--- config.mk ---
export PLATFORM = sky130hd
export DESIGN_NAME = vwd_ctrl
export DESIGN_NICKNAME = d
export VERILOG_FILES = /design/src/rtl/vwd_pkg.sv /design/src/rtl/vwd_ctrl.sv
export SDC_FILE = /design/constraint.sdc
export NUM_CORES = 1
export LEC_CHECK = 0
export BUFFER_PORTS_ARGS = -buffer_cell sky130_fd_sc_hd__buf_4
export CAP_MARGIN = 20
export CORE_AREA = 2 2 39 41
export CTS_BUF_LIST = sky130_fd_sc_hd__clkbuf_8
export CTS_CLUSTER_SIZE = 12
export DETAILED_ROUTE_END_ITERATION = 10
export DIE_AREA = 0 0 41 43
export SYNTH_ARGS = -nofsm -noshare
export SYNTH_HDL_FRONTEND = slang
export SYNTH_SLANG_ARGS = --single-unit
--- constraint.sdc ---
create_clock -name clock -period 2.5 [get_ports clock]
set_clock_uncertainty 0.2 [all_clocks]
set_input_delay 0.25 -clock clock [delete_from_list [all_inputs] [get_ports clock]]
set_output_delay 0.25 -clock clock [all_outputs]
set_load 0.1 [all_outputs]
--- src/rtl/vwd_pkg.sv ---
// ----------------------------------------------------------------------------
// vwd_pkg
// Shared widths, types and helpers for the vertex weld/dedup block.
// ----------------------------------------------------------------------------
package vwd_pkg;

   // Table size and the widths that follow from it.
   localparam int MAX_VERTICES = 256;
   localparam int ADDR_W       = $clog2(MAX_VERTICES);
   localparam int COUNT_W      = $clog2(MAX_VERTICES + 1);

   // Fixed field widths.
   localparam int COORD_W = 32;
   localparam int VERT_W  = 3 * COORD_W;
   localparam int TOL_W   = 31;
   localparam int DIFF_W  = COORD_W + 1;
   localparam int SQ_W    = 2 * TOL_W;
   localparam int SUM_W   = SQ_W + 2;
   localparam int IDX_W   = 8;

   // Commands from the controller to the datapath.
   typedef struct packed {
      logic load;    // latch a new vertex and restart the scan
      logic issue;   // read the next table entry into the distance pipeline
      logic commit;  // settle the result and write the output register
   } vwd_cmd_type;

   // Status from the datapath to the controller.
   typedef struct packed {
      logic empty;      // no kept entries
      logic scan_last;  // the entry being issued is the last kept one
      logic found;      // a close entry has been seen
      logic pipe_busy;  // reads are still in flight in the distance pipeline
   } vwd_status_type;

   // Low index bits of a table position, zero-extended for small tables.
   function automatic logic [IDX_W-1:0] to_index(input logic [COUNT_W-1:0] value);
      logic [COUNT_W+IDX_W-1:0] wide;
      wide = {{IDX_W{1'b0}}, value};
      return wide[IDX_W-1:0];
   endfunction

endpackage

--- src/rtl/vwd_ctrl.sv ---
// ----------------------------------------------------------------------------
// vwd_ctrl
// Sequencer for one vertex: accept, scan the table, drain, report.
// ----------------------------------------------------------------------------
module vwd_ctrl (
   input  logic                   clock,
   input  logic                   reset,
   input  logic                   req_tvalid,
   output logic                   req_tready,
   output logic                   rsp_tvalid,
   input  logic                   rsp_tready,
   output vwd_pkg::vwd_cmd_type    cmd,
   input  vwd_pkg::vwd_status_type status
);
   import vwd_pkg::*;

   typedef enum logic [3:0] {
      ST_IDLE   = 4'b0001,
      ST_SCAN   = 4'b0010,
      ST_DRAIN  = 4'b0100,
      ST_REPORT = 4'b1000
   } state_type;

   state_type state_ff, state_in;
   logic      rsp_tvalid_ff, rsp_tvalid_in;
   logic      out_free;

   // The output register can take a result when empty or being emptied.
   assign out_free   = !rsp_tvalid_ff || rsp_tready;
   assign req_tready = (state_ff == ST_IDLE);
   assign rsp_tvalid = rsp_tvalid_ff;

   // Commands.
   always_comb begin
      cmd        = '0;
      cmd.load   = (state_ff == ST_IDLE) && req_tvalid;
      cmd.issue  = (state_ff == ST_SCAN) && !status.empty && !status.found;
      cmd.commit = (state_ff == ST_REPORT) && out_free;
   end

   // Next state.
   always_comb begin
      state_in = state_ff;
      unique case (state_ff)
         ST_IDLE: begin
            if (req_tvalid) state_in = ST_SCAN;
         end
         ST_SCAN: begin
            if (status.empty || status.found || status.scan_last) state_in = ST_DRAIN;
         end
         ST_DRAIN: begin
            if (!status.pipe_busy) state_in = ST_REPORT;
         end
         ST_REPORT: begin
            if (out_free) state_in = ST_IDLE;
         end
         default: begin
            state_in = ST_IDLE;
         end
      endcase
   end

   // Output valid flag.
   always_comb begin
      rsp_tvalid_in = rsp_tvalid_ff;
      if (cmd.commit) begin
         rsp_tvalid_in = 1'b1;
      end else if (rsp_tready) begin
         rsp_tvalid_in = 1'b0;
      end
   end

   always_ff @(posedge clock) begin
      if (reset) begin
         state_ff      <= ST_IDLE;
         rsp_tvalid_ff <= 1'b0;
      end else begin
         state_ff      <= state_in;
         rsp_tvalid_ff <= rsp_tvalid_in;
      end
   end

endmodule

# After elaboration in Yosys (flattened, before gate mapping)
# Cells that the tools add are included.
# word_totals
elab_cells	29
ff_bits	5
output_inout_bits	5
# classes
n_eq_ne	8
reduce_logical	12
mux	7
# ops
op	n
2-to-1 mux 4 bit	4
one-hot mux 4 bit (4 select lines)	1
inequality test 2 bit (second input constant)	3
== test 4 x 1 -> 1 bit (second input constant)	1
== test 4 x 2 -> 1 bit (second input constant)	1
== test 4 x 3 -> 1 bit (second input constant)	1
== test 4 bit (second input constant)	1
logical AND 1 bit	4
AND reduction 4 bit	1
logical NOT 1 bit	3
logical OR 1 bit	3
2-to-1 mux 1 bit	2
inequality test 2 x 1 -> 1 bit (second input constant)	1
nonzero test 2 bit	1

# Depth between registers and ports, before layout
# depth
depth_word	4
depth_mapped	5
ltp_nobuf	5

# Least setup slack after synthesis
# No wires, ideal clock.
# synth_timing
path_kind	register to output
from	reg state_ff[2]
to	out cmd[1] in the netlist's numbering
arrival_ps	2964
path_buffers	0
path_stages_with_launch	3
required_ps	2050
path_slack_ps	-914
cell_sequence	dfxtp_1 or4b_4 nor3_1
# synth_rtl
element	line	text
from (decl)	vwd_ctrl.sv:24	state_type state_ff, state_in;
from (signal assigned)	vwd_ctrl.sv:78	state_ff <= state_in;
to (decl)	vwd_ctrl.sv:12	output vwd_pkg::vwd_cmd_type cmd,

==> results.json <==
{
  "slew_viol_final": 0,
  "fillers": 148,
  "drive_above_1_share_pct": 43.4,
  "syn_area_per_cell_um2": 9.09,
  "critPathSlowestCell": "or4b_4",
  "core_mm2": 0.00138,
  "io_pins": 13,
  "drv_cap": 0,
  "drt_wl_total_um": 732,
  "cts_buffers": 3,
  "root_buffer": "clkbuf_8",
  "cts.sink_count": 5,
  "setup_viol": 0,
  "setup_slack_ps": 429,
  "cp_slowest_stage_delay_ps": 610,
  "fin_crit_sh_pct": 82.8,
  "gp_congestion": 0.748,
  "placed_area_um2": 454,
  "cp_max_fo": 9,
  "worst_pin_slew_ps": 278,
  "port_buffers": 12,
  "dpl.hpwl_um": 559,
  "hold_path.class": "in -> reg",
  "die-area_mm2": 0.00176,
  "rsz0062_at_grt": "false",
  "ff_latch_area_um2": 100,
  "cp.required_ps": 2050,
  "rows": 14,
  "num-nets-final": 62,
  "crit_chain": "or4b_4 -> nor2b_1 -> buf_4",
  "synth_top_area_share_pct": 29.0,
  "synth_area_um2": 345,
  "cts_tree": "built",
  "fp.dieH_um": 43,
  "grt_start_max_net_pins": 10,
  "htreeDepth": 1,
  "die_w_um": 41,
  "first_pass_iters": 2,
  "grt_overflow": 0,
  "grt_pass1_vias": 296,
  "pre_cts_ws_ps": 659,
  "ys_seq_elements": 5,
  "cp-startpoint": "state_ff[2]",
  "start_util_pct": 25.0,
  "postCtsHoldBufs": 0,
  "crit_path_end_kind": "output port",
  "gr-usage-all-layers_pct": 10.1,
  "path_clk_slew_ps": 30,
  "avgViaCountPerCell": 4.74,
  "synth_cell_types": 25,
  "yosys_warnings": 0,
  "cts_resized": 0,
  "multi_input_area_um2": 236,
  "synthArstFlopShare_pct": 0,
  "vias": 327,
  "rr_startpoint": "state_ff[2]",
  "clk_latency_ps": 220,
  "arrival_ps": 1620,
  "p_leak_uw": 0.000208,
  "startpoint_type": "flop",
  "remaining_drc_errors": 0,
  "synthTopCellsByArea": "dfxtp_1, or4b_4, o221ai_4",
  "min_from": "reset",
  "seq_area_frac_synth_pct": 29.0,
  "grt_first_pass_wirelength_um": 1190,
  "syn-num-nets": 46,
  "power_density_mw_per_mm2": 1300,
  "peakVddDrop_v": 0.000946,
  "post_cts_buffers": 0,
  "antenna_found_initial": 0,
  "wire_per_inst_um": 10.6,
  "drt-initial-drc-count": 2,
  "area_growth_pct": 44.6,
  "ant_nets": 0,
  "finalHoldViolCount": 0,
  "synth_ff_type": "dfxtp_1",
  "stdcell_area_um2": 499,
  "synthMostInstantiatedCell": "dfxtp_1",
  "syn_inst": 38,
  "ctsLongestPathBuffers": 2,
  "critPathKind": "reg -> out",
  "status": "completed",
  "yosysTopAreaCell": "dfxtp_1",
  "synth_edf_count": 0,
  "fmax_mhz": 483,
  "fin_crit_ps": 2070,
  "synth_common_cells": "dfxtp_1, nand2_1, nor2_1",
  "n_antenna_cell": 0,
  "relSlewSlack_pct": 81.6
}
==> critical path, delay by kind of cell, from the launching register on <==
| kind | cells | cell delay [ps] |
|---|---|---|
| DFF | 1 | 370 |
| buffers and inverters | 1 | 290 |
| and+or+nand+nor | 2 | 740 |
==> power breakdown <==
part	total, µW	switching [µW]	leakage [µW]	internal (µW)
Combinational	366	250	0.000140	116
Sequential	140	38.5	0.0000410	102
Clock	144	39.0	0.0000269	105
Total	650	327	0.000208	323
==> kinds of logic (layout without fill, tap and decap cells) <==
kind of cell / after synthesis / in the layout / synth area share, %
AND/OR/NAND/NOR: 18 / 18 / 34.8
XOR/XNOR: 1 / 1 / 2.54
buffers and inverters: 3 / 18 / 4.35
multiplexers: 2 / 2 / 5.80
flip-flops: 5 / 5 / 29.0
AO/OA/AOI/OAI: 9 / 9 / 23.6
==> placed cells by master (no fill, tap or decap), drive strengths merged, types with 2 or more instances in the layout <==
master	n
a21oi	2
buf	12
clkbuf	3
dfxtp	5
inv	3
mux2i	2
nand2	3
nor2	3
nor3	2
o21ai	3
o221ai	2
or4b	2
==> through the flow <==
stage | instances | power (µW) | hold slack [ps] | TNS [ps] | util [%]
after global placement | 65 | 506 | 250 | 0 | 32.8
after global routing | 69 | 693 | 24.7 | 0 | 36.1
after floorplan | 38 | 437 | 119 | -54.7 | -
final | 69 | 650 | 26.8 | 0 | 36.1
after detailed placement | 65 | 509 | 251 | 0 | 32.8
after CTS | 69 | 659 | 21.1 | 0 | 36.1
==> area by class of cell <==
class / instances / area share, %
clock inverter: 1 / 0.752
sequential: 5 / 20.1
timing repair buffer: 12 / 18.0
clock buffer: 3 / 8.27
tap: 16 / 4.01
multi-input combinational: 30 / 47.4
inverter: 2 / 1.50
==> flip-flops by register name (all words and copies together) (netlist names) <==
register,cells
state_ff,4
rsp_tvalid,1
==> metal layers <==
layer / part of all wire (%) / track usage [%] / vias to the layer above
li1: - / - / 168
met1: 48 / 13.2 / 145
met2: 41 / 12.8 / 14
met3: 11 / 7.85 / 0
met4: 0 / 2.00 / 0
met5: 0 / 0 / -
==> worst paths after layout <==
check	end	cells past startpoint	slack, ps
setup reg to reg	state_ff[0]	3	770
hold reg to reg	state_ff[3]	2	320
hold / removal	state_ff[2]	2	30
setup / recovery	cmd[0]	3	430
Note: power is estimated with default switching activity, not from simulation.
